--- src/pbid_pkg.sv ---
`default_nettype none

package pbid_pkg;

    // Lookahead window depth and input queue depth
    localparam int unsigned WIN    = 7;
    localparam int unsigned QDEPTH = 4;

    // Command stream bytes
    localparam logic [7:0] BYTE_ESC      = 8'h1B;
    localparam logic [7:0] BYTE_IMAGE    = 8'h2A;
    localparam logic [7:0] BYTE_OFFSET   = 8'h24;
    localparam logic [7:0] BYTE_FEED     = 8'h4A;
    localparam logic [7:0] BYTE_PAD      = 8'h40;
    localparam logic [7:0] MODE_RESET    = 8'h28;
    localparam logic [7:0] MODE_NARROW_HI = 8'h06;
    localparam logic [7:0] MODE_WIDE_LO  = 8'h20;
    localparam logic [7:0] MODE_WIDE_HI  = 8'h28;

    // Result kinds
    localparam logic [1:0] KIND_DRAW = 2'd0;
    localparam logic [1:0] KIND_MARK = 2'd1;
    localparam logic [1:0] KIND_END  = 2'd2;

    // Blank-page marker position
    localparam int unsigned MARK_POS = 10;

    // Offset scaling: pending * dpi / 3600 == pending / (3600 / dpi), done as
    // pending * ceil(2^22 / q) >> 22, exact for every 16-bit pending.
    localparam int unsigned SCALE_SHIFT = 22;

    typedef struct packed {
        logic [7:0] data;
        logic       last;
    } t_qword;

    typedef struct packed {
        logic        ok;
        logic [18:0] recip;
    } t_scale;

    function automatic t_scale mode_scale(input logic [7:0] mode);
        t_scale s;
        s.ok = 1'b1;
        unique case (mode)
            8'h00:   s.recip = 19'd69906;   // 60 dpi
            8'h01:   s.recip = 19'd139811;  // 120 dpi
            8'h02:   s.recip = 19'd139811;  // 120 dpi
            8'h03:   s.recip = 19'd279621;  // 240 dpi
            8'h04:   s.recip = 19'd93207;   // 80 dpi
            8'h06:   s.recip = 19'd104858;  // 90 dpi
            8'h20:   s.recip = 19'd69906;   // 60 dpi
            8'h21:   s.recip = 19'd139811;  // 120 dpi
            8'h26:   s.recip = 19'd104858;  // 90 dpi
            8'h27:   s.recip = 19'd209716;  // 180 dpi
            8'h28:   s.recip = 19'd419431;  // 360 dpi
            default: begin
                s.ok    = 1'b0;
                s.recip = '0;
            end
        endcase
        return s;
    endfunction

    function automatic logic is_image_mode(input logic [7:0] mode);
        return (mode <= MODE_NARROW_HI) || (mode >= MODE_WIDE_LO && mode <= MODE_WIDE_HI);
    endfunction

endpackage

`default_nettype wire

--- src/pbid_front.sv ---
`default_nettype none

module pbid_front (
    input  wire logic            i_clk,
    input  wire logic            i_rst_n,
    input  wire logic            i_s_axis_tvalid,
    output logic                 o_s_axis_tready,
    input  wire logic [7:0]      i_s_axis_tdata,   // data_byte
    input  wire logic            i_s_axis_tlast,   // last_byte
    output logic                 o_q_valid,
    output pbid_pkg::t_qword     o_q_word,
    input  wire logic            i_q_pop
);
    import pbid_pkg::*;

    localparam int unsigned PW = $clog2(QDEPTH);

    t_qword           r_mem [0:QDEPTH-1];
    logic [PW-1:0]    r_wptr, r_rptr;
    logic [PW:0]      r_cnt;
    logic             push;

    assign o_s_axis_tready = (r_cnt != (PW+1)'(QDEPTH));
    assign push            = i_s_axis_tvalid && o_s_axis_tready;
    assign o_q_valid       = (r_cnt != '0);
    assign o_q_word        = r_mem[r_rptr];

    always_ff @(posedge i_clk) begin
        if (push) begin
            r_mem[r_wptr] <= '{data: i_s_axis_tdata, last: i_s_axis_tlast};
        end
        if (!i_rst_n) begin
            r_wptr <= '0;
            r_rptr <= '0;
            r_cnt  <= '0;
        end else begin
            if (push) begin
                r_wptr <= r_wptr + 1'b1;
            end
            if (i_q_pop) begin
                r_rptr <= r_rptr + 1'b1;
            end
            unique case ({push, i_q_pop})
                2'b10:   r_cnt <= r_cnt + 1'b1;
                2'b01:   r_cnt <= r_cnt - 1'b1;
                default: r_cnt <= r_cnt;
            endcase
        end
    end

endmodule

`default_nettype wire

--- src/pbid_back.sv ---
`default_nettype none

module pbid_back #(
    parameter int unsigned X_BITS     = 17,
    parameter int unsigned Y_BITS     = 16,
    parameter int unsigned COUNT_BITS = 32
) (
    input  wire logic                  i_clk,
    input  wire logic                  i_rst_n,
    input  wire logic                  i_q_valid,
    input  wire pbid_pkg::t_qword      i_q_word,
    output logic                       o_q_pop,
    output logic                       o_valid,
    input  wire logic                  i_ready,
    output logic [1:0]                 o_kind,
    output logic [X_BITS-1:0]          o_x,
    output logic [Y_BITS-1:0]          o_y,
    output logic [7:0]                 o_bits,
    output logic [COUNT_BITS-1:0]      o_dots,
    output logic [COUNT_BITS-1:0]      o_cons,
    output logic                       o_last
);
    import pbid_pkg::*;

    typedef enum logic [3:0] {
        PH_IDLE, PH_MODE, PH_MODE_T, PH_NL, PH_NL_T, PH_NH, PH_NH_T,
        PH_RUN, PH_DLO, PH_DHI, PH_FEED
    } t_phase;

    localparam int unsigned XS = ((X_BITS > 16) ? X_BITS : 16) + 1;
    localparam logic [X_BITS-1:0]     X_MAX = '1;
    localparam logic [Y_BITS-1:0]     Y_MAX = '1;
    localparam logic [COUNT_BITS-1:0] C_MAX = '1;

    logic [7:0]            r_win [0:WIN-1];
    logic [2:0]            r_fill;
    t_phase                r_phase;
    logic [2:0]            r_skip;
    logic [7:0]            r_mode;
    logic [15:0]           r_cols;
    logic [1:0]            r_row_in;
    logic [X_BITS-1:0]     r_col;
    logic [Y_BITS-1:0]     r_row;
    logic [15:0]           r_pend;
    logic [COUNT_BITS-1:0] r_dots, r_seen;
    logic                  r_drain, r_endst;
    logic                  r_ov, r_last;
    logic [1:0]            r_kind;
    logic [X_BITS-1:0]     r_x;
    logic [Y_BITS-1:0]     r_y;
    logic [7:0]            r_bits;
    logic [COUNT_BITS-1:0] r_dcnt, r_cons;

    logic [7:0]            n_win [0:WIN-1];
    logic [2:0]            n_fill;
    t_phase                n_phase;
    logic [2:0]            n_skip;
    logic [7:0]            n_mode;
    logic [15:0]           n_cols;
    logic [1:0]            n_row_in;
    logic [X_BITS-1:0]     n_col;
    logic [Y_BITS-1:0]     n_row;
    logic [15:0]           n_pend;
    logic [COUNT_BITS-1:0] n_dots, n_seen;
    logic                  n_drain, n_endst;
    logic                  n_ov, n_last;
    logic [1:0]            n_kind;
    logic [X_BITS-1:0]     n_x;
    logic [Y_BITS-1:0]     n_y;
    logic [7:0]            n_bits;
    logic [COUNT_BITS-1:0] n_dcnt, n_cons;

    // Datapath around the window head
    logic                  adv, step, finish, consume, push;
    logic [7:0]            h;
    logic                  wide, narrow, hdr_hit, noise7, noise6, cut;
    t_scale                scale;
    logic [34:0]           pend_mul;
    logic [15:0]           h_mul;
    logic [7:0]            feed_amt;
    logic [Y_BITS:0]       feed_sum, y_sum;
    logic [X_BITS:0]       col_inc;
    logic [XS-1:0]         col_add;
    logic [COUNT_BITS:0]   dots_sum;
    logic [2:0]            fill_mid;

    assign adv    = !r_ov || i_ready;
    assign step   = adv && (r_fill != 3'd0) && ((r_fill == 3'(WIN)) || r_drain);
    assign finish = adv && r_drain && (r_fill == 3'd0);
    assign h      = r_win[0];
    assign wide   = (r_mode >= MODE_WIDE_LO);
    assign narrow = (r_mode <= MODE_NARROW_HI);

    assign hdr_hit = (r_fill > 3'd1) && (r_win[0] == BYTE_PAD) && (r_win[1] == BYTE_PAD);
    assign noise7  = (r_fill == 3'(WIN)) && (r_win[0] == 8'h00) && (r_win[1] == 8'h00)
                  && (r_win[2] == 8'h00) && (r_win[3] == 8'h0D) && (r_win[4] == 8'h01)
                  && (r_win[5] == 8'h00) && (r_win[6] == 8'h04);
    assign noise6  = (r_fill >= 3'd6) && (r_win[0] == BYTE_PAD) && (r_win[1] == BYTE_PAD)
                  && (((r_win[2] == 8'h10) && (r_win[3] == 8'h06)
                       && (r_win[4] == 8'h00) && (r_win[5] == 8'h00))
                   || ((r_win[4] == 8'h00) && (r_win[5] == 8'h01))
                   || ((r_win[2] == 8'h00) && (r_win[3] == 8'h80)
                       && (r_win[4] == 8'hFF) && (r_win[5] == 8'hFF)));
    assign cut     = (h == BYTE_ESC) && (r_fill > 3'd1)
                  && ((r_win[1] == BYTE_FEED) || (r_win[1] == BYTE_IMAGE));

    assign scale    = mode_scale(r_mode);
    assign pend_mul = 35'(r_pend) * 35'(scale.recip);
    assign h_mul    = 16'(h) * 16'd171;   // h / 3 for any byte
    assign feed_amt = narrow ? {1'b0, h_mul[15:9]} : h;
    assign feed_sum = {1'b0, r_row} + (Y_BITS+1)'(feed_amt);
    assign y_sum    = {1'b0, r_row} + (Y_BITS+1)'(wide ? {r_row_in, 3'b000} : 5'd0);
    assign col_inc  = {1'b0, r_col} + (X_BITS+1)'(1);
    assign col_add  = XS'(r_col) + XS'(r_cols);
    assign dots_sum = {1'b0, r_dots} + (COUNT_BITS+1)'(8);

    always_comb begin
        n_fill   = r_fill;
        n_phase  = r_phase;
        n_skip   = r_skip;
        n_mode   = r_mode;
        n_cols   = r_cols;
        n_row_in = r_row_in;
        n_col    = r_col;
        n_row    = r_row;
        n_pend   = r_pend;
        n_dots   = r_dots;
        n_seen   = r_seen;
        n_drain  = r_drain;
        n_endst  = r_endst;
        n_ov     = adv ? 1'b0 : r_ov;
        n_kind   = r_kind;
        n_x      = r_x;
        n_y      = r_y;
        n_bits   = r_bits;
        n_dcnt   = r_dcnt;
        n_cons   = r_cons;
        n_last   = r_last;
        consume  = 1'b0;

        if (step) begin
            if (r_skip != 3'd0) begin
                n_skip  = r_skip - 1'b1;
                consume = 1'b1;
            end else begin
                unique case (r_phase)
                    PH_MODE, PH_MODE_T: begin
                        consume = 1'b1;
                        if (r_phase == PH_MODE && hdr_hit) begin
                            n_phase = PH_MODE_T;
                            n_skip  = 3'd5;
                        end else begin
                            n_mode  = h;
                            n_phase = PH_NL;
                        end
                    end
                    PH_NL, PH_NL_T: begin
                        consume = 1'b1;
                        if (r_phase == PH_NL && hdr_hit) begin
                            n_phase = PH_NL_T;
                            n_skip  = 3'd5;
                        end else begin
                            n_cols  = {8'h00, h};
                            n_phase = PH_NH;
                        end
                    end
                    PH_NH, PH_NH_T: begin
                        consume = 1'b1;
                        if (r_phase == PH_NH && hdr_hit) begin
                            n_phase = PH_NH_T;
                            n_skip  = 3'd5;
                        end else begin
                            // Header complete: place the image and start the run if the mode is an image mode
                            n_cols   = {h, r_cols[7:0]};
                            if (scale.ok) begin
                                n_col = X_BITS'(pend_mul[34:SCALE_SHIFT]);
                            end
                            n_pend   = '0;
                            n_row_in = '0;
                            n_phase  = is_image_mode(r_mode) ? PH_RUN : PH_IDLE;
                        end
                    end
                    PH_RUN: begin
                        priority if (r_cols == 16'd0) begin
                            n_phase = PH_IDLE;
                        end else if (noise7 || noise6) begin
                            n_skip  = noise7 ? 3'd6 : 3'd5;
                            consume = 1'b1;
                        end else if (cut) begin
                            if (wide) begin
                                n_col = (col_add > XS'(X_MAX)) ? X_MAX : col_add[X_BITS-1:0];
                            end
                            n_cols  = '0;
                            n_phase = PH_IDLE;
                        end else begin
                            n_ov     = 1'b1;
                            n_kind   = KIND_DRAW;
                            n_x      = r_col;
                            n_y      = y_sum[Y_BITS] ? Y_MAX : y_sum[Y_BITS-1:0];
                            n_bits   = h;
                            n_dcnt   = '0;
                            n_cons   = '0;
                            n_last   = !r_drain;
                            n_dots   = dots_sum[COUNT_BITS] ? C_MAX : dots_sum[COUNT_BITS-1:0];
                            consume  = 1'b1;
                            if (wide && r_row_in != 2'd2) begin
                                n_row_in = r_row_in + 1'b1;
                            end else begin
                                n_row_in = '0;
                                n_col    = col_inc[X_BITS] ? X_MAX : col_inc[X_BITS-1:0];
                                n_cols   = r_cols - 1'b1;
                            end
                        end
                    end
                    PH_DLO: begin
                        n_pend  = {8'h00, h};
                        n_phase = PH_DHI;
                        consume = 1'b1;
                    end
                    PH_DHI: begin
                        n_pend  = {h, r_pend[7:0]};
                        n_phase = PH_IDLE;
                        consume = 1'b1;
                    end
                    PH_FEED: begin
                        if (scale.ok) begin
                            n_row = feed_sum[Y_BITS] ? Y_MAX : feed_sum[Y_BITS-1:0];
                        end
                        n_phase = PH_IDLE;
                        consume = 1'b1;
                    end
                    default: begin
                        consume = 1'b1;
                        n_phase = PH_IDLE;
                        if (h == BYTE_ESC && r_fill > 3'd1) begin
                            priority if (r_win[1] == BYTE_IMAGE) begin
                                n_phase = PH_MODE;
                                n_skip  = 3'd1;
                            end else if (r_win[1] == BYTE_OFFSET) begin
                                n_phase = PH_DLO;
                                n_skip  = 3'd1;
                            end else if (r_win[1] == BYTE_FEED) begin
                                n_phase = PH_FEED;
                                n_skip  = 3'd1;
                            end else begin
                                n_phase = PH_IDLE;
                            end
                        end
                    end
                endcase
            end
        end else if (finish) begin
            n_ov   = 1'b1;
            n_bits = '0;
            if (!r_endst && r_dots == '0) begin
                n_kind  = KIND_MARK;
                n_x     = X_BITS'(MARK_POS);
                n_y     = Y_BITS'(MARK_POS);
                n_dcnt  = '0;
                n_cons  = '0;
                n_last  = 1'b0;
                n_endst = 1'b1;
            end else begin
                n_kind   = KIND_END;
                n_x      = '0;
                n_y      = '0;
                n_dcnt   = r_dots;
                n_cons   = r_seen;
                n_last   = 1'b1;
                // Stream done: return to reset state
                n_endst  = 1'b0;
                n_drain  = 1'b0;
                n_phase  = PH_IDLE;
                n_skip   = '0;
                n_mode   = MODE_RESET;
                n_cols   = '0;
                n_row_in = '0;
                n_col    = '0;
                n_row    = '0;
                n_pend   = '0;
                n_dots   = '0;
                n_seen   = '0;
            end
        end

        // Window shift and refill
        fill_mid = consume ? (r_fill - 1'b1) : r_fill;
        push     = i_q_valid && !r_drain && ((r_fill != 3'(WIN)) || consume);
        for (int i = 0; i < WIN; i++) begin
            if (consume) begin
                n_win[i] = (i < WIN - 1) ? r_win[(i + 1) % WIN] : 8'h00;
            end else begin
                n_win[i] = r_win[i];
            end
        end
        n_fill = fill_mid;
        if (push) begin
            n_win[fill_mid] = i_q_word.data;
            n_fill          = fill_mid + 1'b1;
            n_seen          = (r_seen == C_MAX) ? C_MAX : r_seen + 1'b1;
            n_drain         = i_q_word.last;
        end
    end

    assign o_q_pop = push;
    assign o_valid = r_ov;
    assign o_kind  = r_kind;
    assign o_x     = r_x;
    assign o_y     = r_y;
    assign o_bits  = r_bits;
    assign o_dots  = r_dcnt;
    assign o_cons  = r_cons;
    assign o_last  = r_last;

    always_ff @(posedge i_clk) begin
        r_win  <= n_win;
        r_kind <= n_kind;
        r_x    <= n_x;
        r_y    <= n_y;
        r_bits <= n_bits;
        r_dcnt <= n_dcnt;
        r_cons <= n_cons;
        r_last <= n_last;
        if (!i_rst_n) begin
            r_fill   <= '0;
            r_phase  <= PH_IDLE;
            r_skip   <= '0;
            r_mode   <= MODE_RESET;
            r_cols   <= '0;
            r_row_in <= '0;
            r_col    <= '0;
            r_row    <= '0;
            r_pend   <= '0;
            r_dots   <= '0;
            r_seen   <= '0;
            r_drain  <= 1'b0;
            r_endst  <= 1'b0;
            r_ov     <= 1'b0;
        end else begin
            r_fill   <= n_fill;
            r_phase  <= n_phase;
            r_skip   <= n_skip;
            r_mode   <= n_mode;
            r_cols   <= n_cols;
            r_row_in <= n_row_in;
            r_col    <= n_col;
            r_row    <= n_row;
            r_pend   <= n_pend;
            r_dots   <= n_dots;
            r_seen   <= n_seen;
            r_drain  <= n_drain;
            r_endst  <= n_endst;
            r_ov     <= n_ov;
        end
    end

endmodule

`default_nettype wire

--- src/printer_bit_image_decoder_unit.sv ---
// A word taken from the link is written to the queue, then pushed into the lookahead window;
//   the draw it causes is registered at the output once the 7-byte window is full (a byte
//   is decided when six more follow).
// Throughput: one word per cycle while the output is not stalled; a run cut short or an
//   empty run costs an extra parser step; stream end drains the window before the end results.
// Reset: i_rst_n synchronous, active low; clears queue, window and parser state.
`default_nettype none

module printer_bit_image_decoder_unit #(
    parameter int unsigned X_BITS     = 17,
    parameter int unsigned Y_BITS     = 16,
    parameter int unsigned COUNT_BITS = 32
) (
    input  wire logic          i_clk,
    input  wire logic          i_rst_n,
    input  wire logic          i_s_axis_tvalid,
    output logic               o_s_axis_tready,
    input  wire logic [7:0]    i_s_axis_tdata,   // [7:0] data_byte
    input  wire logic          i_s_axis_tlast,   // last_byte
    output logic               o_m_axis_tvalid,
    input  wire logic          i_m_axis_tready,
    // x_coord, y_coord, column_bits, dot_count, consumed_bytes, zero fill
    output logic [(((X_BITS + Y_BITS + 8 + 2 * COUNT_BITS) + 7) / 8) * 8 - 1:0] o_m_axis_tdata,
    output logic [1:0]         o_m_axis_tuser,   // [1:0] kind
    output logic               o_m_axis_tlast    // last
);
    import pbid_pkg::*;

    localparam int unsigned RAW_W = X_BITS + Y_BITS + 8 + 2 * COUNT_BITS;
    localparam int unsigned TD_W  = ((RAW_W + 7) / 8) * 8;

    logic                  q_valid, q_pop;
    t_qword                q_word;
    logic [X_BITS-1:0]     x;
    logic [Y_BITS-1:0]     y;
    logic [7:0]            bits;
    logic [COUNT_BITS-1:0] dots, cons;

    // Front: take words from the link into a short queue
    pbid_front u_front (
        .i_clk           (i_clk),
        .i_rst_n         (i_rst_n),
        .i_s_axis_tvalid (i_s_axis_tvalid),
        .o_s_axis_tready (o_s_axis_tready),
        .i_s_axis_tdata  (i_s_axis_tdata),
        .i_s_axis_tlast  (i_s_axis_tlast),
        .o_q_valid       (q_valid),
        .o_q_word        (q_word),
        .i_q_pop         (q_pop)
    );

    // Back: lookahead window, command parser and output register
    pbid_back #(
        .X_BITS     (X_BITS),
        .Y_BITS     (Y_BITS),
        .COUNT_BITS (COUNT_BITS)
    ) u_back (
        .i_clk     (i_clk),
        .i_rst_n   (i_rst_n),
        .i_q_valid (q_valid),
        .i_q_word  (q_word),
        .o_q_pop   (q_pop),
        .o_valid   (o_m_axis_tvalid),
        .i_ready   (i_m_axis_tready),
        .o_kind    (o_m_axis_tuser),
        .o_x       (x),
        .o_y       (y),
        .o_bits    (bits),
        .o_dots    (dots),
        .o_cons    (cons),
        .o_last    (o_m_axis_tlast)
    );

    // Pack fields lowest first, zero fill to whole bytes
    assign o_m_axis_tdata = TD_W'({cons, dots, bits, y, x});

endmodule

`default_nettype wire
--- config.mk ---
export PLATFORM = sky130hd
export DESIGN_NAME = printer_bit_image_decoder_unit
export DESIGN_NICKNAME = d
export VERILOG_FILES = /design/src/pbid_pkg.sv /design/src/pbid_front.sv /design/src/pbid_back.sv /design/src/printer_bit_image_decoder_unit.sv
export SDC_FILE = /design/constraint.sdc
export NUM_CORES = 2
export LEC_CHECK = 0
export BUFFER_PORTS_ARGS = -buffer_cell sky130_fd_sc_hd__buf_2
export CORE_MARGIN = 2
export CORE_UTILIZATION = 60
export CTS_CLUSTER_SIZE = 16
export DETAILED_ROUTE_END_ITERATION = 7
export PLACE_DENSITY = 0.74
export SYNTH_ARGS = -nofsm -noshare
export SYNTH_HDL_FRONTEND = slang
export SYNTH_SLANG_ARGS = --single-unit
--- constraint.sdc ---
create_clock -name i_clk -period 9.47 [get_ports i_clk]
set_input_delay 0.4735 -clock i_clk [delete_from_list [all_inputs] [get_ports i_clk]]
set_output_delay 0.4735 -clock i_clk [all_outputs]
set_load 0.05 [all_outputs]
After elaboration in Yosys (flattened, before gate mapping) --
Memories as Yosys holds them, arrays and structs flattened. A register that Yosys moved wholly into a read port is not among the register bits. Index checks and enable logic that the tools add are counted.
Operators by class: $add $sub $neg 15, multipliers 2, order comparisons 8, eq/ne operators 79, mux-type cells 185, bitwise logic cells 2, reductions and logical operators 84
Operator list (count):
- $mux W32 | 23
- $mux W16 | 26
- $mux W17 | 20
- $mux W8 | 22
- $pmux W19 S7 | 1
- $pmux W16 S3 | 2
- $bwmux W56 | 1
- $eq A8 B6 Y1 const B | 7
- $mux W4 | 14
- $mux W56 | 1
- $logic_not A8 Y1 | 6
- $mux W3 | 16
- $ne A4 B4 Y1 const B | 11
- $mux W2 | 20
- $ne A3 B3 Y1 const B | 12
- $logic_and A1 B1 Y1 | 35
- $mul A16 B19 Y35 | 1
- $pmux W17 S2 | 1
- $add A32 B4 Y33 const B | 1
- $add A32 B1 Y32 const B | 1
- $eq A32 B32 Y1 const B | 1
- $eq A8 B3 Y1 const B | 4
- $logic_not A32 Y1 | 1
- $mux W1 | 32
- 59 further kinds | 116
Storage, ports and cells: register bits 323, RAM bits 36, input bits 13, output and inout port bits 117, word-level logic and storage cells 409, memories kept 1
Memory list:
- u_front.r_mem | depth 4, bits a word 9, read ports 1, clocked after Yosys merged registers in 1, write ports 1, line pbid_front.sv:18 | t_qword r_mem [0:QDEPTH-1];

Depth between registers and ports, before layout --
depth in word-level cells 22, mapped depth 30

By module --
Synthesis repeated with hierarchy kept, for this count alone.
Second synthesis, totals: cells, all modules 3205, area total of the unflattened synthesis 28467.3 sq um
Modules (own cells, without submodules):
- pbid_back | times used 1, cells each 3103, area an instance 26649.3 sq um, sequential area each 7307.0 sq um
- pbid_front | times used 1, cells each 94, area an instance 1761.7 sq um, sequential area each 1261.2 sq um
- printer_bit_image_decoder_unit | times used 1, cells each 8, area an instance 56.3 sq um, sequential area each 0.0 sq um

Worst setup path before layout --
OpenSTA, ideal clock, no wires.
path type reg2reg, start register u_back.r_mode[4], end register u_back.r_col[12], setup time 0.131 ns, data arrival time 7.415 ns, setup slack 1.924 ns, cell stages (with the launch flop) 24, buffers on the path 2, period minus slack after synthesis 7.546 ns, cells stage by stage dfxtp_1 or3_1 clkbuf_1 a2111oi_0 clkbuf_1 nand2_1 fa_1 fa_1 inv_1 fa_1 fa_1 fa_1 inv_1 fa_1 inv_1 ha_1 and4_1 nand3_1 or4_1 nor3_1 o31ai_1 o31ai_1 mux2i_1 o211ai_1
Between the ends: longest elaborated chain between the ends 9
RTL lines:
- from (decl) | line pbid_back.sv:39 | logic [7:0] r_mode;
- from (signal assigned) | line pbid_back.sv:343 | r_mode <= n_mode;
- $eq A8 B1 Y1 (tied with other cells) | line pbid_pkg.sv:45 | unique case (mode)
- $reduce_or A3 Y1 (no line) or $reduce_or A2 Y1 (tied branches)
- $pmux W19 S7 | line pbid_pkg.sv:45
- $mul A16 B19 Y35 | line pbid_back.sv:108 | assign pend_mul = 35'(r_pend) * 35'(scale.recip);
- $mux W17 | line pbid_back.sv:175 | if (scale.ok) begin
- $mux W17 | line pbid_back.sv:169 | if (r_phase == PH_NH && hdr_hit) begin
- $pmux W17 S2 | line pbid_back.sv:146 | unique case (r_phase)
- $mux W17 | line pbid_back.sv:142 | if (r_skip != 3'd0) begin
- $mux W17 | line pbid_back.sv:141 | if (step) begin
- to (signal assigned) | line pbid_back.sv:346 | r_col <= n_col;
- to (decl) | line pbid_back.sv:42 | logic [X_BITS-1:0] r_col;
Several ways; a longest one is shown, not always the timed one. The select of a mux whose other input is x is not followed. A chain may end at the register's enable or synchronous reset.

Final worst setup path --
start register u_back.r_mode[6], end register u_back.r_col[8]
Same word-level chain as after synthesis.

==> run metrics <==
status completed; vias in the first global route around 23000; most instantiated cells after synthesis inv_1 (386), nand2_1 (297), fa_1 (238); CTS max path bufs 3; area of the multi-input gates about 18000 µm²; share of synthesized registers carrying an async set or reset 0; critical path's largest stage delay between 1 and 1.5 ns; syn_area_per_cell 9.14 µm²; WHS Endpoint u_front.r_mem[3][7]; synthesis-to-layout area growth 7.86%; WP data required around 10 ns; Final setup viols 0; GRT Residual Overflow 0; CTS root buf clkbuf_16; DRC Markers 0; pwr/cell area ~220 nW/µm²; Boundary Pins 130; TritonRoute pass-1 iters 5; startpoint class of the critical path flip-flop; top post-synthesis cells by area fa_1 (17%), dfxtp_1 (15%), edfxtp_1 (15%); Crit Reg-Reg Endpoint u_back.r_col[8]; CTS tree yes; CP max FO 16; most frequent cell after synthesis inv_1; Iteration-0 DRC Markers about 2200; Worst-path clk slew roughly 0.060 ns; vias per inst ~6.1; Final nets 3631; setup_tns 0 ns; predominant post-synthesis flop cell dfxtp_1; Post-synth EDFFs 142; Post-CTS Resized 0; cell chain of the critical path or3_1, nor2_1, o21a_1, nand2_1, inv_1, fa_1, fa_1, fa_1, fa_1, fa_1, inv_1, fa_1, inv_1, ha_1, a21o_1, a21o_1, a21oi_1, o21ai_0, o31ai_1, o21ai_0, o21ba_2, o31ai_1; Post-Synthesis Cells between 3000 and 4000; worst skew pair latency between 0.5 and 0.6 ns; CTS Buf Count 40; LEAKAGE roughly 14 nW; post-route ant nets 0; row count 80; Worst Hold Class in -> reg; area leader, netlist fa_1; Peak VDD IR roughly 0.34 mV; routed len/inst roughly 20 µm; Die ar. between 40000 and 50000 µm²; final-report hold violation count 0; register area share after synthesis 0.299; Sink Count ~360; worst reg-to-reg setup slack 0.62 ns; min Tclk post-route around 8.8 ns; Syn. warnings 0; post-route clock period utilization 0.934; diode count 0; crit path DAT slightly above 9 ns; RR Startpoint u_back.r_mode[6]; FF-to-FF path depth 22; Min-Delay Path Depth 1; DR vias ~23000; drt total wl approximately 78000 µm; DIE HEIGHT about 220 µm; Worst-Margin Slew ~1.4 ns; count of state elements after synthesis around 360; Storage cell area around 8600 µm²; initial antenna violation count 0; Synth cell types between 90 and 100; HPWL Detailed a little under 60000 µm; Fillers just under 4000; Finished Cell Area just over 30000 µm²; CP max stage cell o31ai_1; Final GP Congestion just under 1; RSZ-0062 raised after global routing false; Slew Viols, Final 0; # hold bufs at CTS 0; port buffer count 122; cell mode on critical path fa_1; Post-CTS Setup Inserts 0; Rel. slew slack 0.0710; Starting Density 0.604; Worst setup EP type flip-flop; FMAX roughly 110 MHz; first-pass GRT wire length 125000 µm; max-cap viol count 0; share of cells above drive strength 1 0.0828; Synth top area share 0.166; Die X ~220 µm; hold wc startpoint i_s_axis_tdata[6]; H-tree levels 2; Core ar. ~47000 µm²; Fin Clk Skew between 0.02 and 0.03 ns; area of placed instances 29700 µm²; largest net degree at the start of global routing 62; Crit Path Category reg -> reg; Syn Std Cell Area about 29000 µm²; GRT Resource Usage Total 0.315
[state kept, by name, indices dropped and copies added, names as in the netlist, 16 cells and up, named ones only]
register,cells
u_back.o_cons,32
u_back.r_cols,16
u_back.r_dots,30
u_back.o_y,16
u_back.o_dots,30
u_back.r_col,17
u_back.r_pend,16
u_back.r_row,16
u_front.r_mem,36
u_back.r_seen,32
u_back.o_x,17
u_back.r_win,48
[cells by family after synthesis]
kind of cell	after synthesis	share of synthesized area
other	1	0.000131
DFF	357	0.299
buffers and inverters	536	0.0726
adders and majority gates	437	0.253
muxes	126	0.0448
AOI/OAI and AO/OA	581	0.129
xor gates and xnor gates	71	0.0217
and+or+nand+nor	1027	0.181
[area by class of cell]
type | instances | area share
clock buffer | 56 | 0.0354
clock inverter | 18 | 0.00489
inverter | 388 | 0.0471
multi-input combinational | 2249 | 0.585
sequential | 357 | 0.277
tap | 615 | 0.0249
timing repair buffer | 146 | 0.0256
[layout by cell type (no fill, tap or decap), drive strengths merged, types with 15 or more instances in the layout]
cell    count
and3       39
xor2       26
clkinv     15
a21o       23
edfxtp    142
ha        198
mux2i     117
nor2      199
o21ai     146
nand2     297
nand4      30
nor3       77
a211oi     25
inv       388
or2        15
xnor2      45
and2      170
a21oi     186
nand3      72
o211ai     16
nor4       36
nor2b      27
dfxtp     215
fa        238
clkbuf     56
a31oi      33
buf       146
[worst max-delay path by stage]
stage	depth (start not counted)	from	end	slack, ns
after global routing	23	u_back.r_mode[5]	u_back.r_col[8]	0.30
final	22	u_back.r_mode[6]	u_back.r_col[8]	0.62
after detailed placement	22	u_back.r_mode[6]	u_back.r_col[8]	0.72
after floorplan	23	u_back.r_mode[4]	u_back.r_col[12]	1.92
after global placement	22	u_back.r_mode[4]	u_back.r_col[8]	0.82
after CTS	22	u_back.r_mode[6]	u_back.r_col[8]	0.70
[stage by stage]
stage	total power, mW	setup WS [ns]	util	hold slack (ns)	cells
finish	6.67	0.621	0.652	0.114	3829
CTS	6.67	0.701	0.652	0.0893	3829
detailed placement	5.16	0.715	0.626	0.447	3755
global placement	5.03	0.822	0.626	0.444	3755
global route	7.15	0.297	0.652	0.107	3829
floorplan	4.46	1.92	-	0.432	3142
[routing by layer]
metal  wire length (µm)  global-route usage
met5                  0                   0
met4               2920               0.116
met3               4860              0.0407
met2              36900               0.520
met1              32900               0.425
[power by group]
group	internal (mW)	switching (mW)
Combinational	1.07	1.93
Clock	0.842	0.649
Sequential	1.90	0.275
[worst max-delay path, delay by kind of cell, from the launching register on]
| family | cells | cell delay [ns] |
|---|---|---|
| flops | 1 | 0.34 |
| fa+ha+maj | 7 | 3.32 |
| buf+inv | 3 | 0.21 |
| compound gates | 9 | 3.83 |
| simple gates | 3 | 1.09 |
Note: power is estimated with default switching activity, not from simulation.
